===== src/rsie_pkg.sv =====
package rsie_pkg;

  localparam int NUM_REGS  = 32;
  localparam int REG_AW    = 5;
  localparam int MEM_BYTES = 131072;
  localparam int MEM_AW    = 17;
  localparam int MAX_LINES = 4096;
  localparam int LINE_W    = 13;
  localparam int TGT_W     = 12;
  localparam int XLEN      = 32;
  localparam int CFG_AW    = 2;
  localparam int CFG_DW    = 17;

  localparam logic [CFG_AW-1:0] CFG_ENTRY_LINE  = 2'd0;
  localparam logic [CFG_AW-1:0] CFG_PROG_LENGTH = 2'd1;
  localparam logic [CFG_AW-1:0] CFG_INIT_SP     = 2'd2;

  localparam logic [LINE_W-1:0] RST_PROG_LENGTH = 13'd4096;
  localparam logic [CFG_DW-1:0] RST_INIT_SP     = 17'd100000;

  localparam logic [XLEN-1:0] ECALL_PRINT = 32'd1;
  localparam logic [XLEN-1:0] ECALL_EXIT  = 32'd10;

  localparam logic [REG_AW-1:0] REG_ZERO = 5'd0;
  localparam logic [REG_AW-1:0] REG_RA   = 5'd1;
  localparam logic [REG_AW-1:0] REG_SP   = 5'd2;
  localparam logic [REG_AW-1:0] REG_A0   = 5'd10;
  localparam logic [REG_AW-1:0] REG_A1   = 5'd11;

  typedef enum logic [4:0] {
    OP_LI = 5'd0, OP_ADD = 5'd1, OP_ADDI = 5'd2, OP_MUL = 5'd3, OP_MULI = 5'd4,
    OP_SUB = 5'd5, OP_SUBI = 5'd6, OP_DIV = 5'd7, OP_DIVI = 5'd8, OP_SW = 5'd9,
    OP_SH = 5'd10, OP_SB = 5'd11, OP_LW = 5'd12, OP_LH = 5'd13, OP_LB = 5'd14,
    OP_J = 5'd15, OP_JAL = 5'd16, OP_JALR = 5'd17, OP_JR = 5'd18, OP_RET = 5'd19,
    OP_MV = 5'd20, OP_BEQ = 5'd21, OP_BNE = 5'd22, OP_BLT = 5'd23, OP_BGE = 5'd24,
    OP_BGT = 5'd25, OP_BLE = 5'd26, OP_ECALL = 5'd27, OP_RSV28 = 5'd28,
    OP_RSV29 = 5'd29, OP_RSV30 = 5'd30, OP_RSV31 = 5'd31
  } op_t;

  typedef enum logic [3:0] {
    ST_IDLE, ST_RDA, ST_RDB, ST_EXEC, ST_DIV, ST_MEM, ST_LOAD, ST_WB, ST_DONE
  } state_t;

  // controller -> datapath
  typedef struct packed {
    logic       capture;
    logic       rd_a;
    logic       rd_b;
    logic       exec;
    logic       div_start;
    logic       mem_step;
    logic       load_step;
    logic       writeback;
    logic       finish;
  } ctl_t;

  // datapath -> controller
  typedef struct packed {
    logic       is_halted;
    logic       past_end;
    logic       is_div;
    logic       div_zero;
    logic       div_done;
    logic       is_mem;
    logic       is_load;
    logic       mem_last;
  } sts_t;

endpackage


===== src/rsie_ctrl.sv =====
module rsie_ctrl (
  input  logic             clk,
  input  logic             rst,
  input  logic             in_valid,
  output logic             in_stall,
  input  logic             out_busy,
  input  rsie_pkg::sts_t   sts,
  output rsie_pkg::ctl_t   ctl
);
  import rsie_pkg::*;

  state_t state, state_next;

  always_ff @(posedge clk) begin
    if (rst) begin
      state <= ST_IDLE;
    end else begin
      state <= state_next;
    end
  end

  always_comb begin
    state_next = state;
    ctl        = '0;
    in_stall   = 1'b1;
    unique case (state)
      ST_IDLE: begin
        in_stall = 1'b0;
        if (in_valid) begin
          ctl.capture = 1'b1;
          state_next  = ST_RDA;
        end
      end
      ST_RDA: begin
        ctl.rd_a = 1'b1;
        if (sts.is_halted || sts.past_end) begin
          state_next = ST_DONE;
        end else begin
          state_next = ST_RDB;
        end
      end
      ST_RDB: begin
        ctl.rd_b   = 1'b1;
        state_next = ST_EXEC;
      end
      ST_EXEC: begin
        ctl.exec = 1'b1;
        if (sts.is_div && !sts.div_zero) begin
          ctl.div_start = 1'b1;
          state_next    = ST_DIV;
        end else if (sts.is_mem) begin
          state_next = ST_MEM;
        end else begin
          state_next = ST_WB;
        end
      end
      ST_DIV: begin
        if (sts.div_done) begin
          state_next = ST_WB;
        end
      end
      ST_MEM: begin
        ctl.mem_step = 1'b1;
        if (sts.is_load) begin
          state_next = ST_LOAD;
        end else if (sts.mem_last) begin
          state_next = ST_WB;
        end
      end
      ST_LOAD: begin
        ctl.load_step = 1'b1;
        state_next    = sts.mem_last ? ST_WB : ST_MEM;
      end
      ST_WB: begin
        ctl.writeback = 1'b1;
        state_next    = ST_DONE;
      end
      ST_DONE: begin
        if (!out_busy) begin
          ctl.finish = 1'b1;
          state_next = ST_IDLE;
        end
      end
      default: state_next = ST_IDLE;
    endcase
  end
endmodule


===== config.mk =====
export PLATFORM = sky130hd
export DESIGN_NAME = rsie_ctrl
export DESIGN_NICKNAME = d
export VERILOG_FILES = /design/src/rsie_pkg.sv /design/src/rsie_ctrl.sv
export SDC_FILE = /design/constraint.sdc
export NUM_CORES = 1
export LEC_CHECK = 0
export ABC_AREA = 1
export BUFFER_PORTS_ARGS = -buffer_cell sky130_fd_sc_hd__buf_2
export CAP_MARGIN = 5
export CORE_AREA = 2 2 39 41
export CTS_CLUSTER_DIAMETER = 30
export DETAILED_ROUTE_END_ITERATION = 8
export DIE_AREA = 0 0 41 43
export PLACE_DENSITY = 0.51
export SYNTH_ARGS = -nofsm -noshare
export SYNTH_HDL_FRONTEND = slang
export SYNTH_SLANG_ARGS = --single-unit

===== constraint.sdc =====
create_clock -name clk -period 2.1 [get_ports clk]
set_clock_uncertainty 0.2 [all_clocks]
set_input_delay 0.315 -clock clk [delete_from_list [all_inputs] [get_ports clk]]
set_output_delay 0.315 -clock clk [all_outputs]
set_load 0.03 [all_outputs]

# Word level (Yosys, flattened, before mapping)

Index checks and enable logic that the tools add are counted.

Output and inout port bits: 10
Input bits: 12
Register bits: 4
Logic and storage cells: 40

Reductions and logical operators: 5
Muxes and demuxes: 22
Equal/unequal tests: 12

Operators by type and width:

| cell                 | number |
|---|---|
| $pmux W4 S9          | 1 |
| $mux W4              | 7 |
| $eq A4 B3 Y1 const B | 4 |
| $mux W1              | 11 |
| $eq A4 B2 Y1 const B | 2 |
| $mux W2              | 3 |
| $ne A2 B2 Y1 const B | 3 |
| $eq A4 B1 Y1 const B | 1 |
| $eq A4 B4 Y1 const B | 1 |
| $logic_not A4 Y1     | 1 |
| $reduce_and A4 Y1    | 1 |
| $ne A3 B3 Y1 const B | 1 |
| $logic_and A1 B1 Y1  | 1 |
| $logic_not A1 Y1     | 1 |
| $logic_or A1 B1 Y1   | 1 |

# Logic depth before layout (Yosys ltp)

Gate-level depths: netlist (run 1).

Depth after elaboration: 4
Mapped depth: 8
Mapped depth without buffers: 8

# Worst setup path before layout (run 1)

Ideal clock, no wire load.

Path kind: reg-to-output
Start: register state[0]
End: output ctl[8] in the netlist's numbering
Stages on the path, launching flop included: 4
Buffers on the path: 0
Required time: 1,585 ps
Data arrival time: 1,285 ps
Setup slack: 300 ps
Cells stage by stage: dfxtp_1 > nor2_1 > nand2_1 > nor2_1

RTL lines:

| element                | line            | source |
|---|---|---|
| from (decl)            | rsie_ctrl.sv:12 | `state_t state, state_next;` |
| from (signal assigned) | rsie_ctrl.sv:18 | `state <= state_next;` |
| to (decl)              | rsie_ctrl.sv:8  | `output rsie_pkg::ctl_t ctl` |

==> results of run 1 <==
cell families (layout without fill, tap and decap cells):
family,Yosys count,in the layout,share of synthesized area
buffers and inverters,13,37,0.140
AOI/OAI and AO/OA,5,5,0.0824
and+or+nand+nor,40,40,0.548
DFF,4,4,0.229
layout make-up:
| cell class | count | area share |
|---|---|---|
| Inverter | 13 | 0.0982 |
| Tap cell | 16 | 0.0403 |
| Sequential cell | 4 | 0.161 |
| Multi-Input combinational cell | 45 | 0.443 |
| Timing Repair Buffer | 21 | 0.212 |
| Clock buffer | 3 | 0.0453 |
layout by cell type (no fill, tap or decap):
cell type / n
nand2_2: 1
inv_1: 9
clkbuf_4: 3
nand2_1: 13
nor2_2: 4
inv_2: 4
nand3_1: 8
nand3b_1: 1
nor3_2: 1
dfxtp_1: 4
buf_2: 21
o21ai_1: 1
nor2_1: 10
nand3_2: 1
a31o_1: 1
or2_0: 1
a21oi_1: 3
metrics by stage:
stage                     setup slack [ns]  cells
final                                0.342    102
after global routing                 0.205    102
after CTS                            0.323    102
after global placement               0.558     99
after floorplan                      0.300     62
after detailed placement             0.577     99
worst min-delay path by stage:
| stage | slack (ns) | start | endpoint |
|---|---|---|---|
| floorplan | 0.18 | rst | state[1] |
| global placement | 0.35 | rst | state[1] |
| detailed placement | 0.34 | rst | state[1] |
| CTS | 0.1 | rst | state[1] |
| global route | 0.11 | rst | state[1] |
| finish | 0.11 | rst | state[1] |
where the power goes:
part | internal [uW] | leakage, uW | switching [uW]
clock | 63.5 | 0.0000138 | 26.2
sequential | 82.9 | 0.0000326 | 8.22
combinational | 36.5 | 0.000247 | 74.8
metal layers:
metal / GRT usage / vias to the layer above / wire length, um
met5: 0 / - / 0
met4: 0.0600 / 0 / 0
met3: 0.0157 / 0 / 54
met2: 0.178 / 12 / 426
met1: 0.135 / 192 / 377
li1: - / 242 / -
==> reports/qor.yml, run 1 <==
finalSetupViolCount: 0
cp_common_cell: "nor2_1"
drv_slew: 0
viasPerCell: 4.37
post_cts_buffers: 0
worstSkewPairLatency_ns: 0.23
rsz0062_at_grt: "false"
yosysMostFrequentCell: "nand2_1"
cp_num_buf_inv: 1
cts.sinks: 4
root_buffer: "clkbuf_4"
diodes: 0
fin_nets: 100
relSlewSlack: 0.794
largest_register_ffs: 4
hold_slack_ns: 0.110
core-area_um2: 1380
fill_cells: 153
avgSynthCellArea_um2: 5.63
die_h_um: 43
ys_ff_latch: 4
cts.htree.levels: 1
reg2reg_setup_slack_ns: 0.73
r2r_end: "state[1]"
io_pins: 22
hold_path_class: "primary input to flop"
final_core_util: 0.359
fmax_mhz: 569
netlist_top_cells_count: "13 x nand2_1, 10 x nor2_1, 9 x inv_1, 8 x nand3_1"
netlist_instances: 62
synth_edf_count: 0
start_util: 0.252
synth_area_leaders: "dfxtp_1 23%, nand2_1 14%, nand3_1 11%"
netlist_area_um2: 349
start_kind: "flop"
max_cap_viol_count: 0
final_cell_area_um2: 497
cp_max_fo: 5
cp_top_family: "simple AND/OR/NAND/NOR gates"
track_usage: 0.111
cpMaxStageDelayCell: "dfxtp_1"
grt_pass1_wl_um: 1390
vias: 446
synth_ff_type: "dfxtp_1"
critical_path.endpoint: "ctl[8]"
drt_iter0_markers: 5
regArea_um2: 80.1
grt_pass1_vias: 377
syn_to_final_growth_pct: 42.3
clk_pin_slew_ns: 0.03
die_w_um: 41
setup-tns-final_ns: 0
reg.largest.list: "state x4"
cp_cell_sequence: "nor2_1, nand2_1, nor2_1, buf_2"
tritoncts: "done"
largest_register: "state"
wl_um: 857
postCtsHoldBufs: 0
power.density_nw_per_um2: 588
ir_worst_vdd_mv: 0.204
antenna_found_initial: 0
synth.yosys.warnings: 0
synth_top_area_share: 0.229
post_cts_resized: 0
die_area_um2: 1760
placed_area_um2: 474
cts_buffer_depth: 2
hpwl_um: 761
crit_type: "flop to output pin"
startpoint: "state[0]"
reg2reg_from: "state[3]"
ys_seq_area_frac: 0.229
required_ns: 1.58
status: "finished, final reports clean"
worst-r2r-cell-count: 6
period_needed_ns: 1.76
numCtsBuffers: 3
synth_top_area_cell: "dfxtp_1"
p_leak_uw: 0.000293
globalplace.congestion: 0.700
crit_cells: 4
cp_slowest_stage_delay_ns: 0.34
drc_errors: 0
port_buffers: 21
async_flop_share: 0
syn_nets: 74
grt_max_degree: 7
drtAntennaViolNets: 0
grt-ovfl-total: 0
drive_above_1_share: 0.407
period_share: 0.837
num_rows: 14
hold-path-cell-count: 2
hold_violations: 0
p_total_uw: 292
multiInputGateArea_um2: 220
first_pass_iters: 4
worstMarginPinSlew_ns: 0.308
critPathArrivalTime_ns: 1.24
ys_types: 15
post_drt_wl_per_cell_um: 8.40
critPathCaptureType: "output pin"
No activity file was read; power rests on OpenSTA's default activity.
==> run 2, diff against run 1 <==
- ABC_AREA: 1 -> 0
- PLACE_DENSITY: 0.51 -> 0.52
- clock period: 2.1 -> 1.8 ns (I/O delays scaled with it)
==> run 2 against run 1 <==
- global-route usage rose by 1.4 points
- critical path depth fell by 1
- via count fell by 6.7%
- synthesized cell count fell by 27%
- critical path type unchanged
- die area did not move
- total power rose by 18%
- core utilization rose by 2.2 points
- sequential cell count did not move
- cell area rose by 6.0%
==> reports/qor.yml, run 2 <==
synth_area_leaders: "dfxtp_1 22%, nor2_1 7.1%, nand2_1 5.1%"  # was dfxtp_1 23%, nand2_1 14%, nand3_1 11%
period_share: 0.957
regArea_um2: 83.8  # was 80.1 um^2
antenna_found_initial: 0  # unchanged
port_buffers: 21  # unchanged
min_to: "state[3]"  # was state[1]
first_pass_iters: 2  # was 4
critPathArrivalTime_ns: 1.25  # was 1.24 ns
die_h_um: 43  # unchanged
setup-tns-final_ns: 0  # unchanged
hold_path_class: "primary input to flop"  # unchanged
core-area_um2: 1380  # unchanged
fmax_mhz: 581
wl_um: 982  # was 857 um
avgSynthCellArea_um2: 8.26  # was 5.63 um^2
drtAntennaViolNets: 0  # unchanged
grt_pass1_vias: 383  # was 377
p_leak_uw: 0.000239  # was 0.000293 uW
final_cell_area_um2: 527  # was 497 um^2
hold-path-cell-count: 2  # unchanged
cpMaxStageDelayCell: "dfxtp_1"  # unchanged
synth_edf_count: 0  # unchanged
synth_ff_type: "dfxtp_1"  # unchanged
fill_cells: 156  # was 153
r2r_end: "state[1]"  # unchanged
rsz0062_at_grt: "false"  # unchanged
postCtsHoldBufs: 0  # unchanged
reg2reg_from: "state[2]"  # was state[3]
worst-r2r-cell-count: 4  # was 6
globalplace.congestion: 0.673  # was 0.700
cts.sinks: 4  # unchanged
root_buffer: "clkbuf_4"  # unchanged
required_ns: 1.33  # was 1.58 ns
ys_types: 27  # was 15
finalSetupViolCount: 0  # unchanged
grt-ovfl-total: 0  # unchanged
drv_slew: 0  # unchanged
synth_top_area_share: 0.215  # was 0.229
cp_slowest_stage_delay_ns: 0.35  # was 0.34 ns
grt_pass1_wl_um: 1490  # was 1390 um
ir_worst_vdd_mv: 0.388  # was 0.204 mV
start_kind: "flop"  # unchanged
hold_slack_ns: 0.0668  # was 0.110 ns
max_cap_viol_count: 0  # unchanged
diodes: 0  # unchanged
cts.htree.levels: 1  # unchanged
netlist_top_cells_count: "7 x nor2_1, 5 x nand2_1, 4 x dfxtp_1, 3 x nand2b_1, 3 x nor3_1"  # was 13 x nand2_1, 10 x nor2_1, 9 x inv_1, 8 x nand3_1
clk_pin_slew_ns: 0.04  # was 0.03 ns
period_needed_ns: 1.72
async_flop_share: 0  # unchanged
fin_nets: 82  # was 100
worstMarginPinSlew_ns: 0.385  # was 0.308 ns
ys_ff_latch: 4  # unchanged
cts_buffer_depth: 2  # unchanged
hpwl_um: 766  # was 761 um
layout_common_cells: "20 x buf_2, 6 x nor2_1, 5 x nand2_1"  # was 21 x buf_2, 13 x nand2_1, 10 x nor2_1
grt_max_degree: 14  # was 7
track_usage: 0.126  # was 0.111
start_util: 0.269  # was 0.252
relSlewSlack: 0.740  # was 0.794
post_drt_wl_per_cell_um: 11.7  # was 8.40 um
hold_violations: 0  # unchanged
crit_type: "flop to output pin"  # unchanged
num_rows: 14  # unchanged
reg2reg_setup_slack_ns: 0.29  # was 0.73 ns
syn_nets: 57  # was 74
numCtsBuffers: 3  # unchanged
synth_top_area_cell: "dfxtp_1"  # unchanged
cp_max_fo: 5  # unchanged
multiInputGateArea_um2: 282  # was 220 um^2
largest_register: "state"  # unchanged
tritoncts: "done"  # unchanged
synth.yosys.warnings: 0  # unchanged
critPathCaptureType: "output pin"  # unchanged
placed_area_um2: 495  # was 474 um^2
status: "finished, final reports clean"  # unchanged
viasPerCell: 4.95  # was 4.37
vias: 416  # was 446
worstSkewPairLatency_ns: 0.24  # was 0.23 ns
yosysMostFrequentCell: "nor2_1"  # was nand2_1
netlist_area_um2: 372  # was 349 um^2
power.density_nw_per_um2: 654  # was 588 nW/um^2
drc_errors: 0  # unchanged
die_w_um: 41  # unchanged
reg.largest.list: "state x4"  # unchanged
io_pins: 22  # unchanged
syn_to_final_growth_pct: 41.8  # was 42.3%
die_area_um2: 1760  # unchanged
ys_seq_area_frac: 0.215  # was 0.229
largest_register_ffs: 4  # unchanged
drive_above_1_share: 0.544  # was 0.407
drt_iter0_markers: 1  # was 5
final_common_cell: "buf_2"  # unchanged
cp_cell_sequence: "nor2_2, and4bb_2, buf_2"  # was nor2_1, nand2_1, nor2_1, buf_2
netlist_instances: 45  # was 62
worstHoldStart: "rst"  # unchanged
## run 2: cell count changes after synthesis, moves of 2 or more
cell and delta:
nand3_1 -8, inv_1 -8, nand2b_1 +3, nand2_1 -8, inv_2 -4, and3_1 +2
nor2_2 -4, a21oi_1 -3, nor3_1 +3, nor2_1 -3
## run 2: power by group
group | switching (uW) | internal, uW
sequential | 15.7 | 96.3
clock | 37.9 | 74.7
combinational | 72.5 | 47.7
## run 2: final cells by class
type	count	area share
Timing Repair Buffer	22	0.219
Multi-Input combinational cell	38	0.534
Sequential cell	4	0.159
Inverter	1	0.00713
Clock buffer	3	0.0428
Tap cell	16	0.0380
## run 2: logic make-up after synthesis
| group | share of synthesized area |
|---|---|
| and+or+nand+nor | 0.488 |
| AOI/OAI and AO/OA | 0.195 |
| DFF | 0.215 |
| buffers and inverters | 0.0505 |
| xor gates and xnor gates | 0.0236 |
| muxes | 0.0269 |
## run 2: per-stage QoR
stage                     utilization  setup slack (ns)  instances  power (uW)
after floorplan                     -             0.106         45         194
after global placement          0.358             0.207         81         231
after detailed placement        0.358             0.140         81         232
after CTS                       0.379            0.0117         84         350
after global routing            0.381            0.0273         84         367
final                           0.381            0.0777         84         345
## run 2: critical path: cells and delay by family, from the launching register on
family / cells / cell delay [ns]
AND/OR/NAND/NOR: 2 / 0.47
flip-flops: 1 / 0.35
buffers and inverters: 1 / 0.19
## run 2: worst max-delay path by stage
stage | startpoint | to | slack, ns | cells past startpoint
global placement | state[3] | state[1] | 0.21 | 3
global route | state[0] | ctl[0] | 0.03 | 3
floorplan | state[2] | ctl[6] | 0.11 | 2
finish | state[0] | ctl[0] | 0.08 | 3
CTS | state[2] | ctl[1] | 0.01 | 3
detailed placement | state[3] | state[1] | 0.14 | 3
## run 2: repair_timing
action,CTS,global route
setup buffers,0,0
endpoints found under the setup margin,6,5
gates resized for setup,3,2
## run 2: layer usage
metal / track usage / share of wire / vias up
met5: 0 / 0 / -
met4: 0.0400 / 0 / 0
met3: 0.0628 / 0.066 / 0
met2: 0.209 / 0.51 / 12
met1: 0.130 / 0.42 / 191
li1: - / - / 213
